## config.mk

```make
export PLATFORM = sky130hd
export DESIGN_NAME = hci_uart_h4_deframer_top_flat
export DESIGN_NICKNAME = d
export VERILOG_FILES = /design/src/design/hud_pkg.sv /design/src/design/hud_intf.sv /design/src/design/hud_front.sv /design/src/design/hud_queue.sv /design/src/design/hud_back.sv /design/src/design/hci_uart_h4_deframer_top.sv /design/src/flat_wrapper.sv
export VERILOG_INCLUDE_DIRS = /design/src /design/src/design
export SDC_FILE = /design/constraint.sdc
export NUM_CORES = 1
export LEC_CHECK = 0
export ABC_CLOCK_PERIOD_IN_PS = 2900
export BUFFER_PORTS_ARGS = -buffer_cell sky130_fd_sc_hd__buf_2
export CORE_ASPECT_RATIO = 0.5
export CORE_MARGIN = 1
export CORE_UTILIZATION = 35
export DETAILED_ROUTE_END_ITERATION = 12
export RECOVER_POWER = 25
export SLEW_MARGIN = 20
export SYNTH_ARGS = -nofsm -noshare
export SYNTH_HDL_FRONTEND = slang
export SYNTH_SLANG_ARGS = --single-unit
export TNS_END_PERCENT = 50
```

## constraint.sdc

```tcl
create_clock -name clk -period 2.9 [get_ports clk]
set_input_delay 0.58 -clock clk [delete_from_list [all_inputs] [get_ports clk]]
set_output_delay 0.58 -clock clk [all_outputs]
set_load 0.01 [all_outputs]
```

## src/design/hci_uart_h4_deframer_top_macros.svh

```systemverilog
// assertion macros shared by the deframer front end and queue
`ifndef HCI_UART_H4_DEFRAMER_TOP_MACROS_SVH
`define HCI_UART_H4_DEFRAMER_TOP_MACROS_SVH

// condition that must hold at every clock edge out of reset
`define HUD_ASSERT_ALWAYS(label, cond, msg) \
    label: assert property (@(posedge clk) disable iff (!rst_n) (cond)) else $error(msg);

// consequent that must hold in the cycle after the antecedent
`define HUD_ASSERT_NEXT(label, ante, cons, msg) \
    label: assert property (@(posedge clk) disable iff (!rst_n) (ante) |=> (cons)) \
        else $error(msg);

`endif

```

## src/design/hud_pkg.sv

```systemverilog
// shared types and constants of the h4 deframer
package hud_pkg;

    localparam int BYTE_W  = 8;
    localparam int LEN_W   = 16;
    localparam int CFG_IDX_W = 8;

    // configuration register indexes
    localparam logic [CFG_IDX_W-1:0] CFG_EVENT_CODE = 8'd0;
    localparam logic [CFG_IDX_W-1:0] CFG_ACL_CODE   = 8'd1;

    // reset values of the type codes
    localparam logic [BYTE_W-1:0] EVENT_CODE_RESET = 8'd4;
    localparam logic [BYTE_W-1:0] ACL_CODE_RESET   = 8'd2;

    // packet kinds
    localparam logic KIND_EVENT = 1'b0;
    localparam logic KIND_ACL   = 1'b1;

    // one classified output item
    typedef struct packed {
        logic              packet_kind;
        logic [BYTE_W-1:0] data_byte;
        logic              in_header;
        logic              first_of_packet;
        logic              last_of_packet;
        logic [LEN_W-1:0]  payload_length;
    } hud_result_t;

    // queue state seen by the front and back ends
    typedef struct packed {
        logic full;
        logic head_valid;
    } hud_queue_stat_t;

endpackage

```

## src/design/hud_intf.sv

```systemverilog
// handshake interfaces of the deframer channels
interface hud_rx_if;
    logic                      valid;
    logic                      ready;
    logic [hud_pkg::BYTE_W-1:0] rx_byte;

    modport source (output valid, output rx_byte, input ready);
    modport sink   (input valid, input rx_byte, output ready);
endinterface

interface hud_tx_if;
    logic                       valid;
    logic                       ready;
    logic                       packet_kind;
    logic [hud_pkg::BYTE_W-1:0] data_byte;
    logic                       in_header;
    logic                       first_of_packet;
    logic                       last_of_packet;
    logic [hud_pkg::LEN_W-1:0]  payload_length;

    modport source (output valid, output packet_kind, output data_byte, output in_header,
                    output first_of_packet, output last_of_packet, output payload_length,
                    input ready);
    modport sink   (input valid, input packet_kind, input data_byte, input in_header,
                    input first_of_packet, input last_of_packet, input payload_length,
                    output ready);
endinterface

interface hud_cfg_if;
    logic                          valid;
    logic                          ready;
    logic [hud_pkg::CFG_IDX_W-1:0] index;
    logic [hud_pkg::BYTE_W-1:0]    data;

    modport source (output valid, output index, output data, input ready);
    modport sink   (input valid, input index, input data, output ready);
endinterface

```

## src/design/hud_front.sv

```systemverilog
// front end: type code registers, packet parser and item classification
`include "hci_uart_h4_deframer_top_macros.svh"

module hud_front (
    input  logic                    clk,
    input  logic                    rst_n,
    hud_rx_if.sink                  rx,
    hud_cfg_if.sink                 cfg,
    input  hud_pkg::hud_queue_stat_t qstat,
    output logic                    push,
    output hud_pkg::hud_result_t    push_data
);

    typedef enum logic [1:0] {
        PH_WAIT,
        PH_EVT_HDR,
        PH_ACL_HDR,
        PH_PAYLOAD
    } phase_t;

    phase_t                      phase_reg, phase_next;
    logic                        kind_reg, kind_next;
    logic [hud_pkg::LEN_W-1:0]   left_reg, left_next;
    logic [1:0]                  hpos_reg, hpos_next;
    logic [hud_pkg::LEN_W-1:0]   len_reg, len_next;
    logic [hud_pkg::BYTE_W-1:0]  evt_code_reg, acl_code_reg;
    logic                        emit;
    logic                        rx_fire;
    logic [hud_pkg::LEN_W-1:0]   len_done;
    hud_pkg::hud_result_t        res;

    assign rx.ready  = !qstat.full;
    assign cfg.ready = 1'b1;
    assign rx_fire   = rx.valid && rx.ready;

    // parse one byte against the current phase
    always_comb
    begin
        phase_next = phase_reg;
        kind_next  = kind_reg;
        left_next  = left_reg;
        hpos_next  = hpos_reg;
        len_next   = len_reg;
        emit       = 1'b1;
        len_done   = '0;
        res.packet_kind     = kind_reg;
        res.data_byte       = rx.rx_byte;
        res.in_header       = 1'b1;
        res.first_of_packet = 1'b0;
        res.last_of_packet  = 1'b0;
        res.payload_length  = '0;
        case (phase_reg)
            PH_EVT_HDR:
            begin
                if (hpos_reg == 2'd0)
                begin
                    hpos_next       = 2'd1;
                    res.packet_kind = hud_pkg::KIND_EVENT;
                end
                else
                begin
                    len_done = {{(hud_pkg::LEN_W-hud_pkg::BYTE_W){1'b0}}, rx.rx_byte};
                end
            end
            PH_ACL_HDR:
            begin
                res.packet_kind = hud_pkg::KIND_ACL;
                if (hpos_reg == 2'd3)
                begin
                    res.packet_kind = kind_reg;
                    len_done = len_reg | {rx.rx_byte, {hud_pkg::BYTE_W{1'b0}}};
                end
                else
                begin
                    hpos_next = hpos_reg + 2'd1;
                    if (hpos_reg == 2'd2)
                    begin
                        len_next = {{(hud_pkg::LEN_W-hud_pkg::BYTE_W){1'b0}}, rx.rx_byte};
                    end
                end
            end
            PH_PAYLOAD:
            begin
                res.in_header      = 1'b0;
                res.payload_length = len_reg;
                if (left_reg <= 16'd1)
                begin
                    res.last_of_packet = 1'b1;
                    left_next          = '0;
                    phase_next         = PH_WAIT;
                end
                else
                begin
                    left_next = left_reg - 16'd1;
                end
            end
            default:
            begin
                phase_next = PH_WAIT;
                hpos_next  = 2'd0;
                len_next   = '0;
                left_next  = '0;
                res.first_of_packet = 1'b1;
                if (rx.rx_byte == evt_code_reg)
                begin
                    kind_next       = hud_pkg::KIND_EVENT;
                    res.packet_kind = hud_pkg::KIND_EVENT;
                    phase_next      = PH_EVT_HDR;
                end
                else if (rx.rx_byte == acl_code_reg)
                begin
                    kind_next       = hud_pkg::KIND_ACL;
                    res.packet_kind = hud_pkg::KIND_ACL;
                    phase_next      = PH_ACL_HDR;
                end
                else
                begin
                    emit = 1'b0;
                end
            end
        endcase

        // last header byte: zero length ends the packet here
        if ((phase_reg == PH_EVT_HDR && hpos_reg != 2'd0) ||
            (phase_reg == PH_ACL_HDR && hpos_reg == 2'd3))
        begin
            len_next           = len_done;
            left_next          = len_done;
            hpos_next          = 2'd0;
            res.payload_length = len_done;
            res.last_of_packet = (len_done == '0);
            phase_next         = (len_done == '0) ? PH_WAIT : PH_PAYLOAD;
        end
    end

    assign push      = rx_fire && emit;
    assign push_data = res;

    // parser state and type code registers
    always_ff @(posedge clk or negedge rst_n)
    begin
        if (!rst_n)
        begin
            phase_reg    <= PH_WAIT;
            kind_reg     <= hud_pkg::KIND_EVENT;
            left_reg     <= '0;
            hpos_reg     <= '0;
            len_reg      <= '0;
            evt_code_reg <= hud_pkg::EVENT_CODE_RESET;
            acl_code_reg <= hud_pkg::ACL_CODE_RESET;
        end
        else
        begin
            if (rx_fire)
            begin
                phase_reg <= phase_next;
                kind_reg  <= kind_next;
                left_reg  <= left_next;
                hpos_reg  <= hpos_next;
                len_reg   <= len_next;
            end
            if (cfg.valid && cfg.ready)
            begin
                if (cfg.index == hud_pkg::CFG_EVENT_CODE)
                begin
                    evt_code_reg <= cfg.data;
                end
                else if (cfg.index == hud_pkg::CFG_ACL_CODE)
                begin
                    acl_code_reg <= cfg.data;
                end
            end
        end
    end

    `HUD_ASSERT_ALWAYS(a_left_only_in_payload, phase_reg == PH_PAYLOAD || left_reg == '0, "bytes left outside payload")
    `HUD_ASSERT_ALWAYS(a_hpos_clear_when_idle, phase_reg != PH_WAIT || hpos_reg == 2'd0, "header position set while waiting")
    `HUD_ASSERT_NEXT(a_type_byte_opens, push && push_data.first_of_packet, phase_reg == PH_EVT_HDR || phase_reg == PH_ACL_HDR, "type byte did not open a header")

endmodule

```

## src/design/hud_queue.sv

```systemverilog
// short queue between the parser and the output stage
`include "hci_uart_h4_deframer_top_macros.svh"

module hud_queue #(
    parameter int DEPTH = 2
) (
    input  logic                     clk,
    input  logic                     rst_n,
    input  logic                     push,
    input  hud_pkg::hud_result_t     push_data,
    input  logic                     pop,
    output hud_pkg::hud_queue_stat_t stat,
    output hud_pkg::hud_result_t     head_data
);

    localparam int PTR_W = (DEPTH > 1) ? $clog2(DEPTH) : 1;
    localparam int CNT_W = $clog2(DEPTH + 1);
    localparam logic [PTR_W-1:0] PTR_LAST = PTR_W'(DEPTH - 1);
    localparam logic [CNT_W-1:0] CNT_FULL = CNT_W'(DEPTH);

    hud_pkg::hud_result_t slot_reg [DEPTH];
    logic [PTR_W-1:0]     wr_ptr_reg, rd_ptr_reg;
    logic [CNT_W-1:0]     count_reg;
    logic                 do_push, do_pop;

    assign stat.full       = (count_reg == CNT_FULL);
    assign stat.head_valid = (count_reg != '0);
    assign head_data       = slot_reg[rd_ptr_reg];
    assign do_push         = push && !stat.full;
    assign do_pop          = pop && stat.head_valid;

    // entry storage
    always_ff @(posedge clk)
    begin
        if (do_push)
        begin
            slot_reg[wr_ptr_reg] <= push_data;
        end
    end

    // pointers and fill count
    always_ff @(posedge clk or negedge rst_n)
    begin
        if (!rst_n)
        begin
            wr_ptr_reg <= '0;
            rd_ptr_reg <= '0;
            count_reg  <= '0;
        end
        else
        begin
            if (do_push)
            begin
                wr_ptr_reg <= (wr_ptr_reg == PTR_LAST) ? '0 : wr_ptr_reg + 1'b1;
            end
            if (do_pop)
            begin
                rd_ptr_reg <= (rd_ptr_reg == PTR_LAST) ? '0 : rd_ptr_reg + 1'b1;
            end
            if (do_push && !do_pop)
            begin
                count_reg <= count_reg + 1'b1;
            end
            else if (do_pop && !do_push)
            begin
                count_reg <= count_reg - 1'b1;
            end
        end
    end

    `HUD_ASSERT_ALWAYS(a_count_bound, count_reg <= CNT_FULL, "queue count past depth")

endmodule

```

## src/design/hud_back.sv

```systemverilog
// back end: output register that drains the queue into the result channel
module hud_back (
    input  logic                     clk,
    input  logic                     rst_n,
    input  hud_pkg::hud_queue_stat_t qstat,
    input  hud_pkg::hud_result_t     head_data,
    output logic                     pop,
    hud_tx_if.source                 tx
);

    logic                 out_valid_reg;
    hud_pkg::hud_result_t out_data_reg;

    // load when the register is empty or being taken
    assign pop = qstat.head_valid && (!out_valid_reg || tx.ready);

    // output valid
    always_ff @(posedge clk or negedge rst_n)
    begin
        if (!rst_n)
        begin
            out_valid_reg <= 1'b0;
        end
        else if (pop)
        begin
            out_valid_reg <= 1'b1;
        end
        else if (tx.ready)
        begin
            out_valid_reg <= 1'b0;
        end
    end

    // output payload
    always_ff @(posedge clk)
    begin
        if (pop)
        begin
            out_data_reg <= head_data;
        end
    end

    assign tx.valid           = out_valid_reg;
    assign tx.packet_kind     = out_data_reg.packet_kind;
    assign tx.data_byte       = out_data_reg.data_byte;
    assign tx.in_header       = out_data_reg.in_header;
    assign tx.first_of_packet = out_data_reg.first_of_packet;
    assign tx.last_of_packet  = out_data_reg.last_of_packet;
    assign tx.payload_length  = out_data_reg.payload_length;

endmodule

```

## src/design/hci_uart_h4_deframer_top.sv

```systemverilog
// top level of the hci uart h4 deframer
//
//   channel  direction  item
//   rx       in         one received serial byte (rx_byte)
//   tx       out        one packet byte with kind, header, first/last marks and length
//   cfg      in         type code write (index 0 event code, index 1 acl code)
//
// one byte is accepted per cycle unless the queue is full; the parser phase updates on accept
// an accepted byte reaches tx by way of the queue and then the output register
// rx.ready drops only while the QUEUE_DEPTH-entry queue is full, i.e. when tx stalls
// reset clears the parser to waiting for a type byte and restores codes 4 and 2
// cfg.ready is always high; unknown type bytes are consumed without an item
module hci_uart_h4_deframer_top #(
    parameter int QUEUE_DEPTH = 2
) (
    input  logic     clk,
    input  logic     rst_n,
    hud_rx_if.sink   rx,
    hud_tx_if.source tx,
    hud_cfg_if.sink  cfg
);

    hud_pkg::hud_queue_stat_t qstat;
    hud_pkg::hud_result_t     push_data;
    hud_pkg::hud_result_t     head_data;
    logic                     push;
    logic                     pop;

    // parser
    hud_front u_front (
        .clk       (clk),
        .rst_n     (rst_n),
        .rx        (rx),
        .cfg       (cfg),
        .qstat     (qstat),
        .push      (push),
        .push_data (push_data)
    );

    // decoupling queue
    hud_queue #(
        .DEPTH (QUEUE_DEPTH)
    ) u_queue (
        .clk       (clk),
        .rst_n     (rst_n),
        .push      (push),
        .push_data (push_data),
        .pop       (pop),
        .stat      (qstat),
        .head_data (head_data)
    );

    // output stage
    hud_back u_back (
        .clk       (clk),
        .rst_n     (rst_n),
        .qstat     (qstat),
        .head_data (head_data),
        .pop       (pop),
        .tx        (tx)
    );

endmodule
```

## src/flat_wrapper.sv

```systemverilog
// flat-port wrapper written by rule: the top's interface ports become plain ports
module hci_uart_h4_deframer_top_flat 
#(
    parameter int QUEUE_DEPTH = 2
)
  (clk, rst_n, rx_valid, rx_rx_byte, rx_ready, tx_valid, tx_packet_kind, tx_data_byte, tx_in_header, tx_first_of_packet, tx_last_of_packet, tx_payload_length, tx_ready, cfg_valid, cfg_index, cfg_data, cfg_ready);
  hud_rx_if rx_i ();
  hud_tx_if tx_i ();
  hud_cfg_if cfg_i ();
  input  logic clk;
  input  logic rst_n;
  input wire logic [$bits(rx_i.valid)-1:0] rx_valid;
  input wire logic [$bits(rx_i.rx_byte)-1:0] rx_rx_byte;
  output wire logic [$bits(rx_i.ready)-1:0] rx_ready;
  output wire logic [$bits(tx_i.valid)-1:0] tx_valid;
  output wire logic [$bits(tx_i.packet_kind)-1:0] tx_packet_kind;
  output wire logic [$bits(tx_i.data_byte)-1:0] tx_data_byte;
  output wire logic [$bits(tx_i.in_header)-1:0] tx_in_header;
  output wire logic [$bits(tx_i.first_of_packet)-1:0] tx_first_of_packet;
  output wire logic [$bits(tx_i.last_of_packet)-1:0] tx_last_of_packet;
  output wire logic [$bits(tx_i.payload_length)-1:0] tx_payload_length;
  input wire logic [$bits(tx_i.ready)-1:0] tx_ready;
  input wire logic [$bits(cfg_i.valid)-1:0] cfg_valid;
  input wire logic [$bits(cfg_i.index)-1:0] cfg_index;
  input wire logic [$bits(cfg_i.data)-1:0] cfg_data;
  output wire logic [$bits(cfg_i.ready)-1:0] cfg_ready;
  assign rx_i.valid = rx_valid;
  assign rx_i.rx_byte = rx_rx_byte;
  assign rx_ready = rx_i.ready;
  assign tx_valid = tx_i.valid;
  assign tx_packet_kind = tx_i.packet_kind;
  assign tx_data_byte = tx_i.data_byte;
  assign tx_in_header = tx_i.in_header;
  assign tx_first_of_packet = tx_i.first_of_packet;
  assign tx_last_of_packet = tx_i.last_of_packet;
  assign tx_payload_length = tx_i.payload_length;
  assign tx_i.ready = tx_ready;
  assign cfg_i.valid = cfg_valid;
  assign cfg_i.index = cfg_index;
  assign cfg_i.data = cfg_data;
  assign cfg_ready = cfg_i.ready;
  hci_uart_h4_deframer_top #(.QUEUE_DEPTH(QUEUE_DEPTH)) u_core (.clk(clk), .rst_n(rst_n), .rx(rx_i), .tx(tx_i), .cfg(cfg_i));
endmodule
```

== Word-level counts from Yosys, hierarchy flattened ==
Memories as Yosys holds them, arrays and structs flattened. A register that Yosys moved wholly into a read port is not among the register bits.
Cells that the tools add are included.

* Input port bits: 29
* Memories: 1
* Output and inout port bits: 31
* Bits in registers: 58
* Word-level logic and storage cells: 111
* Bits in writable memories: 56

{| class="wikitable"
|+ Memories
! memory !! depth !! width !! rd ports !! clocked after Yosys merged registers in !! write ports !! line !! text
|-
| u_core.u_queue.slot_reg || 2 || 28 || 1 || 1 || 1 || hud_queue.sv:21 || <nowiki>hud_pkg::hud_result_t slot_reg [DEPTH];</nowiki>
|}

* Equality and inequality tests: 16
* Magnitude comparators: 1
* $add $sub $neg: 6
* Bitwise logic cells: 3
* Reductions and logical operators: 32
* Muxes and demuxes: 41

{| class="wikitable"
|+ Operators with widths
! kind !! count
|-
| $mux W16 || 6
|-
| $pmux W16 S2 || 3
|-
| $mux W17 || 2
|-
| $mux W2 || 10
|-
| $eq A8 B8 Y1 || 2
|-
| $le A16 B1 Y1 const B || 1
|-
| $logic_not A16 Y1 || 1
|-
| $mux W1 || 16
|-
| $or A16 B16 Y16 || 1
|-
| $sub A16 B1 Y16 const B || 1
|-
| $eq A2 B2 Y1 const B || 5
|-
| $logic_and A1 B1 Y1 || 9
|-
| $ne A3 B2 Y1 const B || 3
|-
| $eq A8 B1 Y1 const B || 1
|-
| $logic_not A8 Y1 || 1
|-
| $mux W8 || 1
|-
| $reduce_and A4 Y1 || 2
|-
| $reduce_bool A2 Y1 || 4
|-
| $pmux W2 S3 || 1
|-
| $reduce_and A2 Y1 || 3
|-
| $reduce_and A3 Y1 || 2
|-
| $add A2 B1 Y2 const B || 2
|-
| $logic_not A1 Y1 || 4
|-
| $ne A2 B1 Y1 const B || 2
|-
| other kinds (12) || 16
|}

== Logic depth before layout (Yosys ltp) ==
Gate-level depths: netlist of the first run.

* Word-level depth: 10
* Depth in mapped cells: 9

== By module ==
A second synthesis of the first run with hierarchy kept.

* Cell total of the unflattened synthesis: 507
* Area, all modules: 6518.8 um^2

{| class="wikitable"
|+ Modules (own cells, without submodules)
! module !! cells each !! instances !! area an instance (um^2) !! seq. area each (um^2)
|-
| hud_front || 369 || 1 || 3368.2 || 1328.8
|-
| hud_queue || 106 || 1 || 2265.9 || 1781.7
|-
| hud_back || 32 || 1 || 884.6 || 865.8
|}

== Worst setup path after synthesis of the first run ==
OpenSTA, ideal clock, no wires.

* Kind: input port to flip-flop
* Start point: in rx_rx_byte[5]
* End point: mem u_core.u_queue.slot_reg[0][0] (netlist name), enable pin
* Stages: 6
* Path slack: -0.541 ns
* Arrival: 3.024 ns
* Data required time: 2.484 ns
* Cell sequence: clkbuf_1 xor2_1 nor4_1 nand2_1 a31oi_1 nor2b_1

* Longest elaborated chain between the ends: 8
* Elaborated cells on any way between the ends: 9
* Those cells by class: eq/ne: 2; mux: 5; reduce/logical: 2

{| class="wikitable"
|+ RTL lines
! element !! line !! text
|-
| start, declared || flat_wrapper.sv:13 || <nowiki>input wire logic [$bits(rx_i.rx_byte)-1:0] rx_rx_byte;</nowiki>
|-
| $eq A8 B8 Y1 || hud_front.sv:110 || <nowiki>else if (rx.rx_byte == acl_code_reg)</nowiki>
|-
| $mux W1 || hud_front.sv:110 ||
|-
| $mux W1 * || hud_front.sv:104 || <nowiki>if (rx.rx_byte == evt_code_reg)</nowiki>
|-
| $mux W1 * || hud_front.sv:52 || <nowiki>case (phase_reg)</nowiki>
|-
| $logic_and A1 B1 Y1 * || hud_front.sv:136 || <nowiki>assign push = rx_fire && emit;</nowiki>
|-
| $logic_and A1 B1 Y1 * || hud_queue.sv:29 || <nowiki>assign do_push = push && !stat.full;</nowiki>
|-
| named net u_core.u_queue.do_push || hud_queue.sv:24 || <nowiki>logic do_push, do_pop;</nowiki>
|-
| $mux W1 * || hud_queue.sv:35 || <nowiki>if (do_push)</nowiki>
|-
| $mux W1 (implied by the code) * || hud_queue.sv:37 || <nowiki>slot_reg[wr_ptr_reg] <= push_data;</nowiki>
|-
| end, declared || hud_queue.sv:21 ||
|}

The timed path passes the listed nets; every way through them passes the cells marked *.

== Worst setup path in the final report of the first run ==
* Start point: reg u_core.u_front.left_reg[8] (netlist name)
* End point: reg u_core.u_front.left_reg[12] (netlist name)

* Longest elaborated chain between the ends: 4
* Elaborated cells on any way between the ends: 5
* Those cells by class: add/sub: 1; order compare: 1; mux: 3

{| class="wikitable"
|+ RTL lines
! element !! line !! text
|-
| start, declared || hud_front.sv:23 || <nowiki>logic [hud_pkg::LEN_W-1:0] left_reg, left_next;</nowiki>
|-
| start signal, assigned || hud_front.sv:158 || <nowiki>left_reg <= left_next;</nowiki>
|-
| $sub A16 B1 Y16 or $le A16 B1 Y1 (tied branches) || hud_front.sv:94, hud_front.sv:86 ||
|-
| $mux W16 * || hud_front.sv:86 || <nowiki>if (left_reg <= 16'd1)</nowiki>
|-
| $pmux W16 S2 * || hud_front.sv:52 ||
|-
| $mux W16 * || hud_front.sv:124 || <nowiki>if ((phase_reg == PH_EVT_HDR && hpos_reg != 2'd0) ||</nowiki>
|}

Mark *: on every way between the ends. The rest lies on a longest branch, timed or not.
A chain may end at the register's enable or synchronous reset.

==> impl_metrics.yaml, run 1 <==
power:
  seqPwrFrac_pct: 39.4
  p_leak_nw: 3.04
  clkPwrFrac_pct: 27.4
  p_per_area_nw_per_um2: 1070
  p_int_w: 0.00524
  p_comb_share_pct: 33.2
  swShare_pct: 34.4
  switchingPower_w: 0.00275
  peakVddDrop_v: 0.000453
global_route:
  gr-usage-all-layers_pct: 15.9
  grt_pass1_wl_mm: 21.6
  grt_max_degree: 33
  gr-total-overflow: 0
  antenna_found_initial: 1
  first_global_vias: 3837
finish:
  final_nets: 570
  area_growth_pct: 19.2
  drive_gt1_share_pct: 26.3
  n_fill_cell: 1591
  largest_reg_flops: 56
timing:
  max_freq_ghz: 0.405
  whs_ns: 0.408
  maxSlewHeadroom_pct: -3.92
  tightest_slew_ns: 1.56
  setup_viol_count_final: 0
  fin_setup_tns_ns: 0
  clock_skew_ns: 0.00812
  hold_viol: 0
  rsz0062_at_grt: "false"
  setup_slack_ns: 0.429
  post-route-period-util_pct: 85.2
  period_needed_ns: 2.47
  slew_violations: 28
hold_path:
  hold_path_class: "in -> reg"
  hold_depth: 2
worst_setup_path:
  path_class: "reg -> reg"
  cp.arrival_ns: 2.77
  crit_fanout: 24
  startpoint_type: "flip-flop"
  reg2reg_depth: 5
  critPathRequiredTime_ns: 3.20
  cp-end-kind: "flip-flop"
synthesis:
  ys_seq_elements: 142
  postSynth.asyncResetShare_pct: 40.8
  synth_area_leaders: "edfxtp_1 (40%), dfrtp_1 (22%), mux2_2 (8.1%), a22o_1 (3.8%), xor2_1 (2.7%)"
  yosysTopAreaCellShare_pct: 40.4
  synth_edf_count: 84
  ys_top_cells_by_count: "edfxtp_1 (84), dfrtp_1 (56), mux2_2 (45)"
  synth_most_common_cell: "edfxtp_1"
  synth.avg_cell_area_um2: 13.5
  seq_area_frac_synth_pct: 63.7
  ys_types: 61
  yosys_warnings: 0
  yosys.area.top_type: "edfxtp_1"
  synthFlopType: "edfxtp_1"
  synth_nets: 502
  syn_inst: 463
  syn_area_um2: 6240
routing:
  drc: 0
  antenna_left: 0
  finalWirelength_mm: 13.8
  vias: 4016
  vias_per_cell: 5.16
  firstDrtPassIters: 5
  avgRoutedWirePerCell_um: 17.7
  initialDrtViolationCount: 351
clocking:
  cts_sinks: 142
  cts_buffers: 17
  path_clk_slew_ns: 0.06
  cts_root_buffer: "clkbuf_16"
  cts_tree: "done"
  clk_latency_ns: 0.41
  cts_resized: 0
  ctsHtreeMaxLevel: 4
  cts_buffer_depth: 2
  postCtsSetupBuffers: 0
  ctsHoldBuffers: 0
floorplan:
  ios: 60
  die-area_um2: 18400
  coreArea_um2: 17400
  start_util_pct: 35.9
  fp-row-count: 34
  fp.dieW_um: 191
  die_h_um: 96.5
place:
  post-dp-hpwl_mm: 9.70
  finalWeightedCongestion: 0.873
  pre_cts_ws_ns: 0.273
  io_buffers: 58
run:
  cap_violations: 1
run_status:
  outcome: "complete, but fails checks"
  violations: "capacitance limit, slew limit"
[layer usage]
metal / vias up / GRT usage (%) / share of wire [%]
li1: 1901 / - / -
met1: 1975 / 22.7 / 49
met2: 125 / 23.4 / 43
met3: 15 / 3.61 / 6.4
met4: 0 / 6.47 / 1.3
met5: - / 0 / 0
[path summary, 6_finish.rpt]
| check | startpoint | to | slack (ns) |
|---|---|---|---|
| max | u_core.u_front.left_reg[8]$_DFFE_PN0P_ | u_core.u_front.left_reg[12]$_DFFE_PN0P_ | 0.43 |
| min | cfg_data[0] | u_core.u_front.acl_code_reg[0]$_DFFE_PN0P_ | 0.41 |
| max reg2reg | u_core.u_front.left_reg[8]$_DFFE_PN0P_ | u_core.u_front.left_reg[12]$_DFFE_PN0P_ | 0.43 |
| min reg2reg | u_core.u_back.tx.valid$_DFFE_PN0P_ | u_core.u_back.tx.valid$_DFFE_PN0P_ | 0.48 |
| max in group asynchronous | rst_n | u_core.u_front.acl_code_reg[6]$_DFFE_PN0P_ | 0.83 |
| min in group asynchronous | rst_n | u_core.u_front.left_reg[4]$_DFFE_PN0P_ | 0.54 |
[power by group through the flow]
| stage | clock network (W) | registers [W] | logic (W) |
|---|---|---|---|
| finish | 0.00219 | 0.00315 | 0.00265 |
| global route | 0.00233 | 0.00321 | 0.00293 |
| CTS | 0.00224 | 0.00315 | 0.00267 |
| detailed placement | 0 | 0.00318 | 0.00265 |
| global placement | 0 | 0.00318 | 0.00262 |
| floorplan | 0 | 0.00322 | 0.00179 |
[through the flow]
stage | instance area (um^2) | util, % | total power, W | instances
detailed placement | 6870 | 39.5 | 0.00583 | 746
global route | 7440 | 42.8 | 0.00847 | 778
global placement | 6870 | 39.5 | 0.00580 | 746
floorplan | 6250 | - | 0.00501 | 463
finish | 7440 | 42.8 | 0.00800 | 779
CTS | 7470 | 42.9 | 0.00806 | 778
[layout make-up]
cell class	count	area, um^2	area share [%]
Antenna cell	1	2.50	0.0336
Multi-Input combinational cell	287	2130	28.6
Inverter	15	56.3	0.757
Tap cell	234	293	3.93
Clock inverter	13	153	2.05
Sequential cell	142	3980	53.4
Timing Repair Buffer	68	389	5.23
Clock buffer	19	443	5.95
[critical path, stage by stage, from the launching register on]
cell     delay [ns]
dfrtp_1        0.43
or4_4          0.55
or3_4          0.41
o21ai_4        0.52
o21ai_1        0.18
a22o_1         0.26
[kinds of logic (layout without fill, tap and decap cells)]
kind of cell	after synthesis	after routing	synth area share, %
flip-flops	142	142	63.7
AO/OA/AOI/OAI	108	108	12.5
AND/OR/NAND/NOR	101	101	8.23
multiplexers	46	46	8.27
buffers and inverters	34	115	2.34
XOR/XNOR	21	21	2.95
adder cells (fa/ha/maj)	10	10	2.00
other	1	2	0.0601
[placed cells by master (no fill, tap or decap), types with 4 or more instances in the layout]
cell type   n
o22ai_1     4
xor2_1     19
dfrtp_1    56
edfxtp_1   84
a21boi_0    4
nor2_1     18
nand2_1    34
o31ai_1     4
o21ai_0    18
inv_6       4
a21oi_1    12
nor3_1      6
a21o_1      5
a22o_1     27
buf_4       6
ha_1       10
clkinv_4    4
a31oi_1     4
buf_2      49
inv_1      15
nor4_1     13
clkbuf_16  17
mux2_2     45
o21ai_1     5
a22oi_1     4
or3_1       4
clkbuf_1   10
No activity file was read; power rests on OpenSTA's default activity.
==> run 2, diff against run 1 <==
--- a/config.mk
+++ b/config.mk
@@ -10,7 +10,8 @@
 export BUFFER_PORTS_ARGS = -buffer_cell sky130_fd_sc_hd__buf_2
 export CORE_ASPECT_RATIO = 0.5
 export CORE_MARGIN = 1
-export CORE_UTILIZATION = 35
+export CORE_UTILIZATION = 30
+export CTS_CLUSTER_DIAMETER = 40
 export DETAILED_ROUTE_END_ITERATION = 12
 export RECOVER_POWER = 25
 export SLEW_MARGIN = 20
==> impl_metrics.yaml, run 2 (synthesized netlist as in run 1, its figures left out) <==
run_status:
  outcome: "complete, but fails checks"
  violations: "capacitance limit, slew limit"
global_route:
  first_global_vias: 3979
  antenna_found_initial: 0
  gr-total-overflow: 0
  gr-usage-all-layers_pct: 14.1
  grt_pass1_wl_mm: 22.6
  grt_max_degree: 31
power:
  switchingPower_w: 0.00276
  p_per_area_nw_per_um2: 1050
  seqPwrFrac_pct: 40.8
  clkPwrFrac_pct: 25.5
  p_int_w: 0.00506
  p_comb_share_pct: 33.7
  p_leak_nw: 3.00
  peakVddDrop_v: 0.000472
  swShare_pct: 35.3
floorplan:
  fp.dieW_um: 206
  die-area_um2: 21400
  start_util_pct: 31.4
  die_h_um: 104
  coreArea_um2: 19900
  fp-row-count: 36
  ios: 60
finish:
  drive_gt1_share_pct: 26.2
  mostFrequentLayoutCell: "edfxtp_1"
  final_cell_mix: "edfxtp_1 (84), dfrtp_1 (56), buf_2 (49)"
  n_fill_cell: 1925
  area_growth_pct: 19.0
  largest_reg_flops: 56
  final_nets: 571
  diodes: 0
routing:
  vias: 4064
  vias_per_cell: 5.01
  finalWirelength_mm: 14.3
  antenna_left: 0
  avgRoutedWirePerCell_um: 17.6
  firstDrtPassIters: 5
  drc: 0
  initialDrtViolationCount: 439
clocking:
  postCtsSetupBuffers: 0
  path_clk_slew_ns: 0.06
  cts_sinks: 142
  cts_tree: "done"
  ctsHtreeMaxLevel: 4
  clk_latency_ns: 0.42
  cts_buffer_depth: 2
  cts_resized: 0
  ctsHoldBuffers: 0
  cts_buffers: 17
  cts_root_buffer: "clkbuf_16"
worst_setup_path:
  path_class: "in -> reg"
  rr_endpoint: "u_core.u_front.len_reg[3]$_DFFE_PN0P_"
  cp-end-kind: "flip-flop"
  startpoint_type: "input port"
  reg2reg_from: "u_core.u_front.phase_reg[0]$_DFFE_PN0P_"
  worstSetupStartpoint: "rx_rx_byte[3]"
  crit_fanout: 28
  reg2reg_depth: 7
  cp.arrival_ns: 2.67
  endpoint: "u_core.u_queue.slot_reg[0][20]$_DFFE_PP_"
  rrSetupSlack_ns: 0.36
  critPathRequiredTime_ns: 3.02
timing:
  post-route-period-util_pct: 88.0
  clock_skew_ns: 0.00823
  period_needed_ns: 2.55
  slew_violations: 30
  hold_viol: 0
  rsz0062_at_grt: "false"
  fin_setup_tns_ns: 0
  max_freq_ghz: 0.392
  whs_ns: 0.402
  tightest_slew_ns: 1.65
  maxSlewHeadroom_pct: -10.3
  setup_viol_count_final: 0
hold_path:
  hold_depth: 2
  hold_path_class: "in -> reg"
place:
  io_buffers: 58
  finalWeightedCongestion: 0.896
  post-dp-hpwl_mm: 10.1
run:
  cap_violations: 1
==> run 2: critical path, cell delays in order <==
cell and delay [ns]:
clkbuf_1 0.49, xor2_1 0.16, nor4_1 0.35, nand2_1 0.16
a31oi_1 0.44, nor2b_4 0.25, buf_12 0.20
==> run 2: worst min-delay path by stage <==
stage | start | endpoint | slack (ns)
2_1_floorplan | rst_n | u_core.u_back.tx.valid$_DFFE_PN0P_ | 0.28
3_3_place_gp | u_core.u_front.hpos_reg[0]$_DFFE_PN0P_ | u_core.u_front.hpos_reg[0]$_DFFE_PN0P_ | 0.50
3_5_place_dp | u_core.u_front.left_reg[13]$_DFFE_PN0P_ | u_core.u_front.left_reg[13]$_DFFE_PN0P_ | 0.49
4_1_cts | rst_n | u_core.u_front.acl_code_reg[2]$_DFFE_PN0P_ | 0.23
5_1_grt | cfg_data[2] | u_core.u_front.evt_code_reg[2]$_DFFE_PN1P_ | 0.40
6_report | cfg_data[2] | u_core.u_front.evt_code_reg[2]$_DFFE_PN1P_ | 0.40
==> run 2: metal layers <==
metal,global-route usage (%),share of wire [%],vias to the layer above
met1,19.7,48,2038
li1,-,-,1900
met3,3.54,4.4,22
met2,20.7,45,104
met4,5.99,2.0,0
met5,0,0,-
==> run 2: layout make-up <==
cell class	count	area, um^2	area share (%)
Clock buffer	19	433	5.83
Clock inverter	13	108	1.45
Tap cell	266	333	4.48
Sequential cell	142	3980	53.5
Timing Repair Buffer	69	393	5.29
Inverter	15	56.3	0.758
Multi-Input combinational cell	287	2130	28.7
==> run 2: per-stage QoR <==
step,total power (W),worst slack [ns],instance area (um^2),util [%],std cells
4_1_cts,0.00787,0.431,7460,37.5,811
6_report,0.00782,0.347,7430,37.3,811
3_3_place_gp,0.00583,0.283,6920,34.7,779
5_1_grt,0.00827,0.275,7430,37.3,811
3_5_place_dp,0.00587,0.213,6920,34.7,779
2_1_floorplan,0.00501,0.0475,6250,-,463
==> run 2: power by group through the flow <==
stage | logic (W) | clock network [W] | registers [W]
floorplan | 0.00179 | 0 | 0.00322
global placement | 0.00261 | 0 | 0.00321
detailed placement | 0.00265 | 0 | 0.00322
CTS | 0.00266 | 0.00203 | 0.00319
global route | 0.00290 | 0.00211 | 0.00326
finish | 0.00264 | 0.00199 | 0.00319
==> run 3, diff against run 2 <==
--- a/config.mk
+++ b/config.mk
@@ -6,14 +6,15 @@
 export SDC_FILE = /design/constraint.sdc
 export NUM_CORES = 1
 export LEC_CHECK = 0
+export ABC_AREA = 1
 export ABC_CLOCK_PERIOD_IN_PS = 2900
 export BUFFER_PORTS_ARGS = -buffer_cell sky130_fd_sc_hd__buf_2
-export CORE_ASPECT_RATIO = 0.5
 export CORE_MARGIN = 1
 export CORE_UTILIZATION = 30
 export CTS_CLUSTER_DIAMETER = 40
 export DETAILED_ROUTE_END_ITERATION = 12
 export RECOVER_POWER = 25
+export SKIP_CTS_REPAIR_TIMING = 1
 export SLEW_MARGIN = 20
 export SYNTH_ARGS = -nofsm -noshare
 export SYNTH_HDL_FRONTEND = slang
==> impl_metrics.yaml, run 3 <==
floorplan:
  ios: 60
  die-area_um2: 22400
  start_util_pct: 30.9
  fp-row-count: 53
  fp.dieW_um: 150
  die_h_um: 150
  coreArea_um2: 21200
worst_setup_path:
  rr_endpoint: "u_core.u_front.phase_reg[1]$_DFFE_PN0P_"
  crit_fanout: 36
  reg2reg_depth: 10
  cp.arrival_ns: 2.73
  max_stage_delay_ns: 1.53
  endpoint: "u_core.u_queue.wr_ptr_reg$_DFFE_PN0P_"
  path_depth: 2
  slowest_stage: "clkbuf_1"
  startpoint_type: "input port"
  critPathTopFamily: "buffers and inverters"
  rrSetupSlack_ns: 0.75
  critPathRequiredTime_ns: 3.46
  path_class: "in -> async"
  cp.buffers_inverters: 2
  cp-end-kind: "async pin"
  worstSetupStartpoint: "rst_n"
  reg2reg_from: "u_core.u_front.hpos_reg[0]$_DFFE_PN0P_"
  cp_cell_sequence: "clkbuf_1 -> clkbuf_2"
hold_path:
  worstHoldStart: "tx_ready"
  hold_path_class: "in -> reg"
timing:
  clock_skew_ns: 0.00807
  maxSlewHeadroom_pct: -46.4
  rsz0062_at_grt: "false"
  whs_ns: 0.346
  slew_violations: 37
  post-route-period-util_pct: 74.7
  setup_viol_count_final: 0
  tightest_slew_ns: 2.20
  max_freq_ghz: 0.462
  hold_viol: 0
  period_needed_ns: 2.17
  fin_setup_tns_ns: 0
synthesis:
  ys_types: 32
  yosys.area.top_type: "edfxtp_1"
  synth_most_common_cell: "nand2_1"
  synth_nets: 749
  synthFlopType: "edfxtp_1"
  synth.avg_cell_area_um2: 9.23
  ys_seq_elements: 142
  yosys_warnings: 0
  syn_inst: 710
  synth_area_leaders: "edfxtp_1 (38%), dfrtp_1 (21%), nand2_1 (14%), o21ai_0 (4.9%), inv_1 (3.9%)"
  postSynth.asyncResetShare_pct: 40.8
  synth_edf_count: 84
  seq_area_frac_synth_pct: 60.7
  syn_area_um2: 6560
  ys_top_cells_by_count: "nand2_1 (247), edfxtp_1 (84), inv_1 (68)"
  yosysTopAreaCellShare_pct: 38.5
global_route:
  first_global_vias: 4661
  grt_pass1_wl_mm: 24.8
  antenna_found_initial: 0
  gr-total-overflow: 0
  gr-usage-all-layers_pct: 14.7
  grt_max_degree: 37
run_status:
  outcome: "complete, but fails checks"
  violations: "capacitance limit, slew limit"
routing:
  avgRoutedWirePerCell_um: 14.2
  initialDrtViolationCount: 370
  vias_per_cell: 4.57
  drc: 0
  vias: 4890
  firstDrtPassIters: 4
  antenna_left: 0
  finalWirelength_mm: 15.2
place:
  io_buffers: 58
  post-dp-hpwl_mm: 11.0
  finalWeightedCongestion: 0.897
finish:
  n_fill_cell: 2177
  drive_gt1_share_pct: 14.6
  mostFrequentLayoutCell: "nand2_1"
  final_cell_mix: "nand2_1 (247), edfxtp_1 (84), inv_1 (69)"
  largest_reg_flops: 56
  final_nets: 822
  diodes: 0
  area_growth_pct: 18.7
clocking:
  cts_tree: "done"
  ctsHtreeMaxLevel: 4
  cts_buffers: 17
  cts_root_buffer: "clkbuf_16"
  cts_buffer_depth: 2
  cts_sinks: 142
  path_clk_slew_ns: 0.06
  clk_latency_ns: 0.42
power:
  seqPwrFrac_pct: 40.9
  peakVddDrop_v: 0.000537
  switchingPower_w: 0.00294
  p_int_w: 0.00495
  p_leak_nw: 3.47
  p_per_area_nw_per_um2: 1010
  swShare_pct: 37.3
  p_comb_share_pct: 32.2
  clkPwrFrac_pct: 26.9
run:
  cap_violations: 1
[run 3: changes by cell type in the layout (fill, tap and decap cells not counted), sizes merged, moves of 27 or more]
cell	change
inv	+66
a22o	-27
nor2	+42
o21ai	+52
nand3	+27
nand2	+217
mux2	-45
[run 3: how the worst min path moves through the flow]
stage                                                       end  slack (ns)  cells past startpoint
after detailed placement  u_core.u_queue.wr_ptr_reg$_DFFE_PN0P_        0.47                      2
after global placement    u_core.u_queue.wr_ptr_reg$_DFFE_PN0P_        0.46                      2
after global routing         u_core.u_back.tx.valid$_DFFE_PN0P_        0.34                      2
after floorplan              u_core.u_back.tx.valid$_DFFE_PN0P_        0.28                      0
after CTS                 u_core.u_front.len_reg[4]$_DFFE_PN0P_        0.31                      1
final                        u_core.u_back.tx.valid$_DFFE_PN0P_        0.35                      2
[run 3: cell type report]
type                       count  area (um^2)  area share, %
sequential                   142         3980           51.1
multi-input combinational    472         2200           28.2
clock buffer                  17          425           5.47
timing repair buffer          73          402           5.16
tap                          275          344           4.42
inverter                      77          289           3.72
clock inverter                15          146           1.88
[run 3: through the flow]
| step | setup WS [ns] | area [um^2] | util (%) | instances | total power [W] |
|---|---|---|---|---|---|
| 2_1_floorplan | 0.102 | 6560 | - | 710 | 0.00497 |
| 3_3_place_gp | 0.565 | 7220 | 34.0 | 1039 | 0.00577 |
| 3_5_place_dp | 0.516 | 7220 | 34.0 | 1039 | 0.00581 |
| 4_1_cts | 0.768 | 7790 | 36.7 | 1071 | 0.00795 |
| 5_1_grt | 0.402 | 7780 | 36.7 | 1071 | 0.00843 |
| 6_report | 0.733 | 7780 | 36.7 | 1071 | 0.00788 |
[run 3: logic make-up (layout without fill, tap and decap cells)]
logic type | after synthesis | after routing | synth area share, %
xor gates and xnor gates | 15 | 15 | 2.00
other | 1 | 1 | 0.0572
AOI/OAI and AO/OA | 101 | 101 | 8.30
and+or+nand+nor | 345 | 345 | 21.0
DFF | 142 | 142 | 60.7
adders and majority gates | 10 | 10 | 1.91
buffers and inverters | 96 | 182 | 6.05
[run 3: per-layer routing]
layer	up-vias	track usage, %	routed length [um]
li1	2450	-	-
met4	0	4.39	212
met5	-	0	0
met2	122	22.4	6930
met1	2304	20.4	7350
met3	14	3.87	744
[run 3: power groups by stage]
stage | clock network (W) | logic [W] | registers [W]
2_1_floorplan | 0 | 0.00164 | 0.00332
3_5_place_dp | 0 | 0.00255 | 0.00326
6_report | 0.00212 | 0.00254 | 0.00322
4_1_cts | 0.00216 | 0.00256 | 0.00323
3_3_place_gp | 0 | 0.00252 | 0.00325
5_1_grt | 0.00225 | 0.00289 | 0.00329
